## src/dkoc_pkg.sv

```systemverilog
// dkoc_pkg: shared widths, codes and beat types of the dark offset calibration block
// no dependencies; imported by every module under src

package dkoc_pkg;

  // capacity per frame
  localparam int MAX_PIXELS = 4096;

  localparam int NUM_CH   = 3;
  localparam int CH_W     = 2;
  localparam int PIX_W    = 16;
  localparam int CODE_W   = 16;
  localparam int MARGIN_W = 12;

  // offset bracket: low frame at 0x80, high frame at 0xff
  localparam int BRACKET_LO = 'h80;
  localparam int BRACKET_HI = 'hFF;
  localparam int SPAN       = BRACKET_HI - BRACKET_LO;
  localparam int SPAN_W     = 7;

  // accumulator and product widths
  localparam int CNT_W   = $clog2(MAX_PIXELS + 1);
  localparam int SUM_W   = PIX_W + $clog2(MAX_PIXELS);
  localparam int P_W     = 2 * CNT_W;
  localparam int P127_W  = P_W + SPAN_W;
  localparam int POS_W   = SUM_W + CNT_W;
  localparam int NUM_W   = MARGIN_W + P127_W;
  // quotient never exceeds the margin since the slope is at least one
  localparam int Q_W       = MARGIN_W;
  localparam int DS_W      = POS_W + Q_W - 1;
  localparam int DIV_CNT_W = $clog2(Q_W);

  // shared multiplier
  localparam int MUL_A_W = (SUM_W > P127_W) ? SUM_W : P127_W;
  localparam int MUL_B_W = (CNT_W > MARGIN_W) ? CNT_W : MARGIN_W;
  localparam int MUL_W   = MUL_A_W + MUL_B_W;

  // action codes
  localparam logic [1:0] ACT_LOW    = 2'd0;
  localparam logic [1:0] ACT_HIGH   = 2'd1;
  localparam logic [1:0] ACT_FINISH = 2'd2;
  localparam logic [1:0] ACT_NONE   = 2'd3;

  // configuration register map
  localparam int REG_IDX_W  = 3;
  localparam int CFG_DATA_W = 16;
  localparam logic [REG_IDX_W-1:0] REG_MARGIN_RED    = 3'd0;
  localparam logic [REG_IDX_W-1:0] REG_MARGIN_GREEN  = 3'd1;
  localparam logic [REG_IDX_W-1:0] REG_MARGIN_BLUE   = 3'd2;
  localparam logic [REG_IDX_W-1:0] REG_DEFAULT_RED   = 3'd3;
  localparam logic [REG_IDX_W-1:0] REG_DEFAULT_GREEN = 3'd4;
  localparam logic [REG_IDX_W-1:0] REG_DEFAULT_BLUE  = 3'd5;

  localparam logic [MARGIN_W-1:0] RST_MARGIN_RED    = 12'd211;
  localparam logic [MARGIN_W-1:0] RST_MARGIN_GREEN  = 12'd198;
  localparam logic [MARGIN_W-1:0] RST_MARGIN_BLUE   = 12'd215;
  localparam logic [CODE_W-1:0]   RST_DEFAULT_RED   = 16'h010B;
  localparam logic [CODE_W-1:0]   RST_DEFAULT_GREEN = 16'h010A;
  localparam logic [CODE_W-1:0]   RST_DEFAULT_BLUE  = 16'h010B;

  typedef struct packed {
    logic [1:0]       action;
    logic [PIX_W-1:0] red;
    logic [PIX_W-1:0] green;
    logic [PIX_W-1:0] blue;
  } in_item_t;

  typedef struct packed {
    logic [CODE_W-1:0] code_red;
    logic [CODE_W-1:0] code_green;
    logic [CODE_W-1:0] code_blue;
    logic              fallback_red;
    logic              fallback_green;
    logic              fallback_blue;
    logic              overflow;
  } out_item_t;

  typedef logic [NUM_CH-1:0][MARGIN_W-1:0] margin_arr_t;
  typedef logic [NUM_CH-1:0][CODE_W-1:0]   code_arr_t;

  // datapath operations issued by the controller
  typedef enum logic [3:0] {
    OP_NONE,
    OP_PROD,
    OP_POS,
    OP_NEG,
    OP_NUM,
    OP_CMP,
    OP_DIV,
    OP_RND,
    OP_COMMIT
  } op_e;

  typedef struct packed {
    op_e             op;
    logic [CH_W-1:0] ch;
    logic            acc_en;
    logic            acc_hi;
  } cmd_t;

  typedef struct packed {
    logic fallback;
    logic out_free;
  } status_t;

endpackage

```

## src/dark_offset_calibration.sv

```systemverilog
// dark_offset_calibration: top level with configuration registers
// depends on dkoc_pkg, dkoc_ctrl and dkoc_datapath

// Two-point dark offset calibration. Pixel beats (action low or high frame) are taken one
// per cycle whenever the block is idle: each adds its red, green and blue samples to that
// frame's sums, up to 4096 pixels per frame, beyond which pixels are dropped and the
// overflow bit of the next result is set. A finish beat stalls the input while a sequencer
// works through the three channels on one shared 33x13 multiplier and a restoring divider
// that yields one quotient bit a cycle: the product of the pixel counts, then per channel
// the cross products, numerator and slope compare, then the default code with fallback set
// if the slope is below one, else division and rounding. The stall lasts until any previous
// result has been taken. The code is 255 + round-half-even(margin / slope), saturated to
// 16 bits. The result sits in an output register, so pixel beats of the next calibration
// are accepted while it waits. Finish clears sums, counts and the overflow flag; action 3
// is taken and ignored. The configuration port is always ready; indexes 6 and 7 are ignored.

module dark_offset_calibration (
  input  logic                                clk_i,
  input  logic                                rst_ni,
  // pixel and finish beats
  input  logic                                in_valid_i,
  output logic                                in_stall_o,
  input  dkoc_pkg::in_item_t                  in_data_i,
  // result beats
  output logic                                out_valid_o,
  input  logic                                out_stall_i,
  output dkoc_pkg::out_item_t                 out_data_o,
  // register writes
  input  logic                                cfg_valid_i,
  output logic                                cfg_ready_o,
  input  logic [dkoc_pkg::REG_IDX_W-1:0]      cfg_index_i,
  input  logic [dkoc_pkg::CFG_DATA_W-1:0]     cfg_data_i
);
  import dkoc_pkg::*;

  margin_arr_t margin_q;
  code_arr_t   dflt_q;
  cmd_t        cmd;
  status_t     status;

  // no back pressure on register writes
  assign cfg_ready_o = 1'b1;

  // register file, each write masked to the register width
  always_ff @(posedge clk_i or negedge rst_ni) begin
    if (!rst_ni) begin
      margin_q[0] <= RST_MARGIN_RED;
      margin_q[1] <= RST_MARGIN_GREEN;
      margin_q[2] <= RST_MARGIN_BLUE;
      dflt_q[0]   <= RST_DEFAULT_RED;
      dflt_q[1]   <= RST_DEFAULT_GREEN;
      dflt_q[2]   <= RST_DEFAULT_BLUE;
    end else if (cfg_valid_i && cfg_ready_o) begin
      unique case (cfg_index_i)
        REG_MARGIN_RED:    margin_q[0] <= cfg_data_i[MARGIN_W-1:0];
        REG_MARGIN_GREEN:  margin_q[1] <= cfg_data_i[MARGIN_W-1:0];
        REG_MARGIN_BLUE:   margin_q[2] <= cfg_data_i[MARGIN_W-1:0];
        REG_DEFAULT_RED:   dflt_q[0]   <= cfg_data_i[CODE_W-1:0];
        REG_DEFAULT_GREEN: dflt_q[1]   <= cfg_data_i[CODE_W-1:0];
        REG_DEFAULT_BLUE:  dflt_q[2]   <= cfg_data_i[CODE_W-1:0];
        default: ;
      endcase
    end
  end

  // sequencer: accepts beats while idle, steps through products, compare and divide
  dkoc_ctrl u_ctrl (
    .clk_i       (clk_i),
    .rst_ni      (rst_ni),
    .in_valid_i  (in_valid_i),
    .in_action_i (in_data_i.action),
    .in_stall_o  (in_stall_o),
    .status_i    (status),
    .cmd_o       (cmd)
  );

  // accumulators, arithmetic and output register
  dkoc_datapath u_datapath (
    .clk_i       (clk_i),
    .rst_ni      (rst_ni),
    .cmd_i       (cmd),
    .status_o    (status),
    .in_data_i   (in_data_i),
    .margin_i    (margin_q),
    .dflt_i      (dflt_q),
    .out_valid_o (out_valid_o),
    .out_stall_i (out_stall_i),
    .out_data_o  (out_data_o)
  );

endmodule

```

## src/dkoc_ctrl.sv

```systemverilog
// dkoc_ctrl: sequencer of the finish computation, channel and division step counters
// depends on dkoc_pkg; drives dkoc_datapath through cmd_t

module dkoc_ctrl (
  input  logic              clk_i,
  input  logic              rst_ni,
  input  logic              in_valid_i,
  input  logic [1:0]        in_action_i,
  output logic              in_stall_o,
  input  dkoc_pkg::status_t status_i,
  output dkoc_pkg::cmd_t    cmd_o
);
  import dkoc_pkg::*;

  localparam logic [3:0] S_IDLE = 4'd0;
  localparam logic [3:0] S_PROD = 4'd1;
  localparam logic [3:0] S_POS  = 4'd2;
  localparam logic [3:0] S_NEG  = 4'd3;
  localparam logic [3:0] S_NUM  = 4'd4;
  localparam logic [3:0] S_CMP  = 4'd5;
  localparam logic [3:0] S_DIV  = 4'd6;
  localparam logic [3:0] S_RND  = 4'd7;
  localparam logic [3:0] S_DONE = 4'd8;

  logic [3:0]           state_q, state_d;
  logic [CH_W-1:0]      ch_q, ch_d;
  logic [DIV_CNT_W-1:0] step_q, step_d;
  logic                 accept;
  logic                 last_ch;

  assign in_stall_o = (state_q != S_IDLE);
  assign accept     = in_valid_i && (state_q == S_IDLE);
  assign last_ch    = (ch_q == CH_W'(NUM_CH - 1));

  always_comb begin
    state_d      = state_q;
    ch_d         = ch_q;
    step_d       = step_q;
    cmd_o.op     = OP_NONE;
    cmd_o.ch     = ch_q;
    cmd_o.acc_en = accept && ((in_action_i == ACT_LOW) || (in_action_i == ACT_HIGH));
    cmd_o.acc_hi = (in_action_i == ACT_HIGH);
    unique case (state_q)
      S_IDLE: begin
        if (accept && (in_action_i == ACT_FINISH)) begin
          state_d = S_PROD;
          ch_d    = '0;
        end
      end
      S_PROD: begin
        cmd_o.op = OP_PROD;
        state_d  = S_POS;
      end
      S_POS: begin
        cmd_o.op = OP_POS;
        state_d  = S_NEG;
      end
      S_NEG: begin
        cmd_o.op = OP_NEG;
        state_d  = S_NUM;
      end
      S_NUM: begin
        cmd_o.op = OP_NUM;
        state_d  = S_CMP;
      end
      S_CMP: begin
        cmd_o.op = OP_CMP;
        if (status_i.fallback) begin
          if (last_ch) begin
            state_d = S_DONE;
          end else begin
            ch_d    = ch_q + CH_W'(1);
            state_d = S_POS;
          end
        end else begin
          step_d  = '0;
          state_d = S_DIV;
        end
      end
      S_DIV: begin
        cmd_o.op = OP_DIV;
        step_d   = step_q + DIV_CNT_W'(1);
        if (step_q == DIV_CNT_W'(Q_W - 1)) begin
          state_d = S_RND;
        end
      end
      S_RND: begin
        cmd_o.op = OP_RND;
        if (last_ch) begin
          state_d = S_DONE;
        end else begin
          ch_d    = ch_q + CH_W'(1);
          state_d = S_POS;
        end
      end
      S_DONE: begin
        if (status_i.out_free) begin
          cmd_o.op = OP_COMMIT;
          state_d  = S_IDLE;
        end
      end
      default: begin
        state_d = S_IDLE;
      end
    endcase
  end

  always_ff @(posedge clk_i or negedge rst_ni) begin
    if (!rst_ni) begin
      state_q <= S_IDLE;
      ch_q    <= '0;
      step_q  <= '0;
    end else begin
      state_q <= state_d;
      ch_q    <= ch_d;
      step_q  <= step_d;
    end
  end

endmodule

```

## src/dkoc_datapath.sv

```systemverilog
// dkoc_datapath: frame accumulators, shared multiplier, restoring divider, result register
// depends on dkoc_pkg; commanded by dkoc_ctrl

module dkoc_datapath (
  input  logic                  clk_i,
  input  logic                  rst_ni,
  input  dkoc_pkg::cmd_t        cmd_i,
  output dkoc_pkg::status_t     status_o,
  input  dkoc_pkg::in_item_t    in_data_i,
  input  dkoc_pkg::margin_arr_t margin_i,
  input  dkoc_pkg::code_arr_t   dflt_i,
  output logic                  out_valid_o,
  input  logic                  out_stall_i,
  output dkoc_pkg::out_item_t   out_data_o
);
  import dkoc_pkg::*;

  logic [NUM_CH-1:0][SUM_W-1:0] lo_sum_q, hi_sum_q;
  logic [CNT_W-1:0]             lo_cnt_q, hi_cnt_q;
  logic                         drop_q;
  logic [NUM_CH-1:0][PIX_W-1:0] px;

  logic [P_W-1:0]    p_q;
  logic [POS_W-1:0]  pos_q, neg_q, d_q, diff;
  logic [NUM_W-1:0]  num_q, rem_q;
  logic [DS_W-1:0]   ds_q;
  logic [Q_W-1:0]    q_q;
  code_arr_t         code_q;
  logic [NUM_CH-1:0] fb_q;
  out_item_t         out_q;
  logic              out_valid_q;

  logic [CNT_W-1:0]   lo_eff, hi_eff;
  logic [P127_W-1:0]  p127;
  logic [MUL_A_W-1:0] mul_a;
  logic [MUL_B_W-1:0] mul_b;
  logic [MUL_W-1:0]   prod;
  logic               ge;
  logic [NUM_W:0]     twice_r, d_ext;
  logic               up;
  logic [Q_W:0]       q_rnd;
  logic [CODE_W:0]    code_sum;
  logic [CODE_W-1:0]  code_sat;

  assign px = {in_data_i.blue, in_data_i.green, in_data_i.red};

  // an empty frame counts as one pixel of sum zero
  assign lo_eff = (lo_cnt_q == '0) ? CNT_W'(1) : lo_cnt_q;
  assign hi_eff = (hi_cnt_q == '0) ? CNT_W'(1) : hi_cnt_q;
  assign p127   = P127_W'(p_q) * P127_W'(SPAN);

  always_comb begin
    case (cmd_i.op)
      OP_PROD: begin
        mul_a = MUL_A_W'(lo_eff);
        mul_b = MUL_B_W'(hi_eff);
      end
      OP_POS: begin
        mul_a = MUL_A_W'(hi_sum_q[cmd_i.ch]);
        mul_b = MUL_B_W'(lo_eff);
      end
      OP_NEG: begin
        mul_a = MUL_A_W'(lo_sum_q[cmd_i.ch]);
        mul_b = MUL_B_W'(hi_eff);
      end
      default: begin
        mul_a = MUL_A_W'(p127);
        mul_b = MUL_B_W'(margin_i[cmd_i.ch]);
      end
    endcase
  end

  assign prod = MUL_W'(mul_a) * MUL_W'(mul_b);

  // slope below one when pos < neg + 127 * p
  assign status_o.fallback = ({1'b0, pos_q} < ({1'b0, neg_q} + (POS_W + 1)'(p127)));
  assign status_o.out_free = !out_valid_q || !out_stall_i;

  assign diff = pos_q - neg_q;
  assign ge   = (DS_W'(rem_q) >= ds_q);

  // round half to even
  assign twice_r  = {rem_q, 1'b0};
  assign d_ext    = (NUM_W + 1)'(d_q);
  assign up       = (twice_r > d_ext) || ((twice_r == d_ext) && q_q[0]);
  assign q_rnd    = {1'b0, q_q} + (Q_W + 1)'(up);
  assign code_sum = (CODE_W + 1)'(BRACKET_HI) + (CODE_W + 1)'(q_rnd);
  assign code_sat = code_sum[CODE_W] ? {CODE_W{1'b1}} : code_sum[CODE_W-1:0];

  // accumulators and overflow flag
  always_ff @(posedge clk_i or negedge rst_ni) begin
    if (!rst_ni) begin
      lo_sum_q <= '0;
      hi_sum_q <= '0;
      lo_cnt_q <= '0;
      hi_cnt_q <= '0;
      drop_q   <= 1'b0;
    end else if (cmd_i.op == OP_COMMIT) begin
      lo_sum_q <= '0;
      hi_sum_q <= '0;
      lo_cnt_q <= '0;
      hi_cnt_q <= '0;
      drop_q   <= 1'b0;
    end else if (cmd_i.acc_en) begin
      if (cmd_i.acc_hi) begin
        if (hi_cnt_q >= CNT_W'(MAX_PIXELS)) begin
          drop_q <= 1'b1;
        end else begin
          for (int c = 0; c < NUM_CH; c++) begin
            hi_sum_q[c] <= hi_sum_q[c] + SUM_W'(px[c]);
          end
          hi_cnt_q <= hi_cnt_q + CNT_W'(1);
        end
      end else begin
        if (lo_cnt_q >= CNT_W'(MAX_PIXELS)) begin
          drop_q <= 1'b1;
        end else begin
          for (int c = 0; c < NUM_CH; c++) begin
            lo_sum_q[c] <= lo_sum_q[c] + SUM_W'(px[c]);
          end
          lo_cnt_q <= lo_cnt_q + CNT_W'(1);
        end
      end
    end
  end

  // products, divider and per-channel codes
  always_ff @(posedge clk_i) begin
    case (cmd_i.op)
      OP_PROD: p_q   <= prod[P_W-1:0];
      OP_POS:  pos_q <= prod[POS_W-1:0];
      OP_NEG:  neg_q <= prod[POS_W-1:0];
      OP_NUM:  num_q <= prod[NUM_W-1:0];
      OP_CMP: begin
        if (status_o.fallback) begin
          code_q[cmd_i.ch] <= dflt_i[cmd_i.ch];
          fb_q[cmd_i.ch]   <= 1'b1;
        end else begin
          d_q   <= diff;
          rem_q <= num_q;
          ds_q  <= {diff, {(Q_W - 1){1'b0}}};
          q_q   <= '0;
        end
      end
      OP_DIV: begin
        q_q  <= {q_q[Q_W-2:0], ge};
        ds_q <= ds_q >> 1;
        if (ge) begin
          rem_q <= rem_q - NUM_W'(ds_q);
        end
      end
      OP_RND: begin
        code_q[cmd_i.ch] <= code_sat;
        fb_q[cmd_i.ch]   <= 1'b0;
      end
      default: ;
    endcase
  end

  // output register
  always_ff @(posedge clk_i) begin
    if (cmd_i.op == OP_COMMIT) begin
      out_q.code_red       <= code_q[0];
      out_q.code_green     <= code_q[1];
      out_q.code_blue      <= code_q[2];
      out_q.fallback_red   <= fb_q[0];
      out_q.fallback_green <= fb_q[1];
      out_q.fallback_blue  <= fb_q[2];
      out_q.overflow       <= drop_q;
    end
  end

  always_ff @(posedge clk_i or negedge rst_ni) begin
    if (!rst_ni) begin
      out_valid_q <= 1'b0;
    end else if (cmd_i.op == OP_COMMIT) begin
      out_valid_q <= 1'b1;
    end else if (!out_stall_i) begin
      out_valid_q <= 1'b0;
    end
  end

  assign out_valid_o = out_valid_q;
  assign out_data_o  = out_q;

`ifndef SYNTHESIS
  a_cnt_cap: assert property (@(posedge clk_i) disable iff (!rst_ni)
    (lo_cnt_q <= CNT_W'(MAX_PIXELS)) && (hi_cnt_q <= CNT_W'(MAX_PIXELS)))
    else $error("frame count above capacity");

  a_drop_full: assert property (@(posedge clk_i) disable iff (!rst_ni)
    drop_q |-> ((lo_cnt_q == CNT_W'(MAX_PIXELS)) || (hi_cnt_q == CNT_W'(MAX_PIXELS))))
    else $error("drop flag without a full frame");

  a_rem_bound: assert property (@(posedge clk_i) disable iff (!rst_ni)
    (cmd_i.op == OP_RND) |-> (rem_q < NUM_W'(d_q)))
    else $error("division remainder not below divisor");

  a_commit_clear: assert property (@(posedge clk_i) disable iff (!rst_ni)
    (cmd_i.op == OP_COMMIT) |=> (lo_cnt_q == '0) && (hi_cnt_q == '0) && !drop_q && out_valid_q)
    else $error("finish did not clear accumulators or raise result");

  a_commit_free: assert property (@(posedge clk_i) disable iff (!rst_ni)
    (cmd_i.op == OP_COMMIT) |-> (!out_valid_q || !out_stall_i))
    else $error("result overwritten while stalled");
`endif

endmodule

```

## config.mk

```make
export PLATFORM = sky130hd
export DESIGN_NAME = dark_offset_calibration
export DESIGN_NICKNAME = d
export VERILOG_FILES = /design/src/dkoc_pkg.sv /design/src/dark_offset_calibration.sv /design/src/dkoc_ctrl.sv /design/src/dkoc_datapath.sv
export SDC_FILE = /design/constraint.sdc
export NUM_CORES = 2
export LEC_CHECK = 0
export BUFFER_PORTS_ARGS = -buffer_cell sky130_fd_sc_hd__buf_4
export CAP_MARGIN = 20
export CORE_MARGIN = 2
export CORE_UTILIZATION = 55
export DETAILED_ROUTE_END_ITERATION = 6
export GPL_ROUTABILITY_DRIVEN = 1
export MAX_ROUTING_LAYER = met4
export PLACE_DENSITY = 0.71
export SLEW_MARGIN = 10
export SYNTH_ARGS = -nofsm -noshare
export SYNTH_HDL_FRONTEND = slang
export SYNTH_HIERARCHICAL = 1
export SYNTH_SLANG_ARGS = --single-unit
```

## constraint.sdc

```tcl
create_clock -name clk_i -period 22.2 [get_ports clk_i]
set_input_delay 3.33 -clock clk_i [delete_from_list [all_inputs] [get_ports clk_i]]
set_output_delay 3.33 -clock clk_i [all_outputs]
set_load 0.05 [all_outputs]
```

==> summary.txt <==
Global route
  – Number of global-route vias before repair: between 40000 and 50000
  – Gr ovfl total: 0
  – Total global-route track usage: 30.7%
  – Maximum number of pins on one net before global-route repair: between 100 and 150
  – Wire length of the first global-routing pass: 259000 um
  – Initial antenna violation count: 4

Routing
  – DR iter-0 viols: between 4000 and 5000
  – Per-cell routed wire length: 21.4 um
  – Number of design rule violations left after detail routing: 0
  – Via count: 45700
  – Number of search-and-repair iterations in the first detailed-routing pass: 6
  – Via count normalized by instance count: between 5 and 6
  – Total routed wirelength: 164000 um
  – Remaining number of nets flagged by the antenna check after routing: 0

Setup path
  – CP peak stage delay: 800 ps
  – Biggest fanout along the worst timing path: 7
  – Kind of end point of the critical path: register
  – Launching element type of the critical path: register
  – Depth of the most critical reg-to-reg path: 36
  – Critical register-to-register path startpoint: u_datapath/p_q[0]
  – Slowest cell on the critical path: xor2_1
  – Slack of the worst reg-to-reg path: just over 10000 ps
  – Setup crit start: u_datapath/p_q[0]
  – Data arrival time of the worst path: 12430 ps
  – Path type of the worst setup path: reg2reg
  – Required time of the critical path: between 20000 and 25000 ps
  – Cell repeated most along the worst path: fa_1

Layout
  – Filler Cell Count: roughly 9000
  – Net count reported at finish: 7151
  – Post-synthesis to final-layout area growth: 8.81%
  – Proportion of layout cells with a drive suffix above 1: just under 9%

Timing
  – Minimum clock period: approximately 12000 ps
  – Max Slew Vio Count: 0
  – RSZ-0062 raised after global routing: false
  – Relative slew margins: 23.6%
  – Final-report setup violation count: 0
  – Number of endpoints with negative hold slack in the final report: 0
  – Share of the cycle needed by the critical path after routing: a little over half
  – Transition time at the pin with the least slew margin: between 1000 and 1500 ps
  – Setup Total Neg Slack: 0 ps
  – Maximum clock skew at final layout: around 37 ps
  – Highest achievable clock rate: ~83 MHz

Synth
  – Commonest cells in the netlist: inv_1, nand2_1, nor2_1
  – Most frequently used cell type in the post-synthesis netlist: inv_1
  – Most area-consuming cells after synthesis: edfxtp_1, fa_1, dfrtp_1, ha_1, inv_1
  – Syn Inst Count: 6148
  – Number of synthesized register bits: 696
  – Cell type with the highest aggregate area in the netlist: edfxtp_1
  – Portion of the post-synthesis area used by sequential elements: between 30% and 40%
  – Top-area cell type share of the netlist area: 20.7%
  – Number of library cell types mapped by synthesis: 115
  – Avg Synthesized Cell Area: around 9.6 um2
  – Leading register cell type out of synthesis: edfxtp_1
  – Cell area after synthesis: 0.0590 mm2
  – YS warnings: 6
  – Asr flop ratio synth: roughly two fifths
  – EDFF count, synth: around 410

Floorplan
  – Core Area: approximately 0.11 mm2
  – Die span in x: ~330 um
  – Height of the die: 332 um
  – Count of standard-cell rows: 120
  – Die Area: about 0.11 mm2
  – Boundary pin count: between 100 and 150
  – Initial core utilization: between 50% and 60%

Clocking
  – Root Buffer: clkbuf_16
  – CTS Hold Bufs: 0
  – Maximum count of clock buffers along a single path: 3
  – Num CTS Buffers: 79
  – Clock tree sinks: 696
  – CTS H-Tree Depth: 3
  – Worst-Skew Late Latency: 690 ps
  – Total setup buffers inserted after CTS: 0
  – CTS tree: yes
  – Count of cells resized by post-cts repair: 0
  – Clock-pin slew on the worst setup and hold paths: 60 ps

Hold path
  – Worst Hold Launch: u_datapath/code_q[4]
  – Class of the tightest hold or removal check: reg2reg
  – Worst Hold Path Cells: 0

Flow run
  – Max_cap viols: 0

Outcome
  – Outcome: completed

Place
  – Gp weighted congestion: between 0.9 and 1
  – Total half-perimeter wirelength after legalization and detailed placement: roughly 120000 um
  – PortBufs: 127
## cell usage in the layout (no fill, tap or decap), types with 176 or more instances in the layout
cell      netlist  routed
inv_1         718     718
ha_1          439     439
xnor2_1       176     176
nand2_1       687     686
edfxtp_1      406     406
o21ai_0       254     253
dfrtp_1       264     262
a21oi_1       385     385
buf_4           7     183
fa_1          444     444
nor2_1        484     479
## state kept, by name (all words and copies together), names as in the netlist, 45 cells and up, named ones only
register,count
u_datapath/ds_q,52
u_datapath/rem_q,45
u_datapath/hi_sum_q,84
u_datapath/num_q,45
dflt_q,48
u_datapath/lo_sum_q,84
u_datapath/out_data_o,52
u_datapath/code_q,48
## kinds of logic (layout without fill, tap and decap cells)
family | Yosys count | after routing | synth area share [%]
and+or+nand+nor | 1862 | 1862 | 14.7
adders and majority gates | 883 | 883 | 24.4
xor gates and xnor gates | 296 | 296 | 4.40
AOI/OAI and AO/OA | 1274 | 1274 | 13.9
DFF | 696 | 696 | 33.0
other | 3 | 7 | 0.0191
buffers and inverters | 947 | 1054 | 6.19
muxes | 187 | 187 | 3.45
## worst paths after layout
kind	to
min in group asynchronous	u_datapath/lo_sum_q[4]
max in group asynchronous	dflt_q[45]
min	u_datapath/out_data_o[40]
min reg2reg	u_datapath/out_data_o[40]
max	u_datapath/num_q[43]
max reg2reg	u_datapath/num_q[43]
## worst max-delay path, delay by kind of cell, from the launching register on
kind            cells  cell delay [ps]
fa+ha+maj          11             5390
flops               1              580
simple gates        7             1740
buf+inv             7              440
xor+xnor            2              940
compound gates      9             2670
## layout make-up
| class | instances | area [um2] | share of cell area [%] |
|---|---|---|---|
| antenna | 2 | 5.00 | 0.00779 |
| tap | 1403 | 1760 | 2.73 |
| inverter | 721 | 2710 | 4.22 |
| timing repair buffer | 189 | 1460 | 2.28 |
| sequential | 696 | 19500 | 30.3 |
| clock buffer | 101 | 2170 | 3.39 |
| multi-input combinational | 4507 | 36100 | 56.2 |
| clock inverter | 43 | 547 | 0.851 |
## through the flow
stage / setup slack, ps / util, % / hold WS, ps / instances / instance area [um2]
4_1_cts: 10360 / 60.1 / 416 / 7657 / 64200
3_3_place_gp: 10040 / 57.6 / 401 / 7512 / 61500
5_1_grt: 9770 / 60.2 / 425 / 7661 / 64200
3_5_place_dp: 9870 / 57.6 / 405 / 7513 / 61500
6_report: 10180 / 60.2 / 417 / 7662 / 64200
2_1_floorplan: 10380 / - / 400 / 6150 / 59000
## per-layer routing
layer  share of wire [%]  global-route usage (%)  up-vias
met1                  44                    42.3    22500
met4                 3.2                    9.87        0
met3                 7.5                    4.81      264
li1                    -                       -    21200
met2                  45                    46.9     1696
met5                   0                       -        -
Power is left out: the tool's default activity adds up to more than one toggle a clock period on the data nets, which glitch-free logic cannot reach.
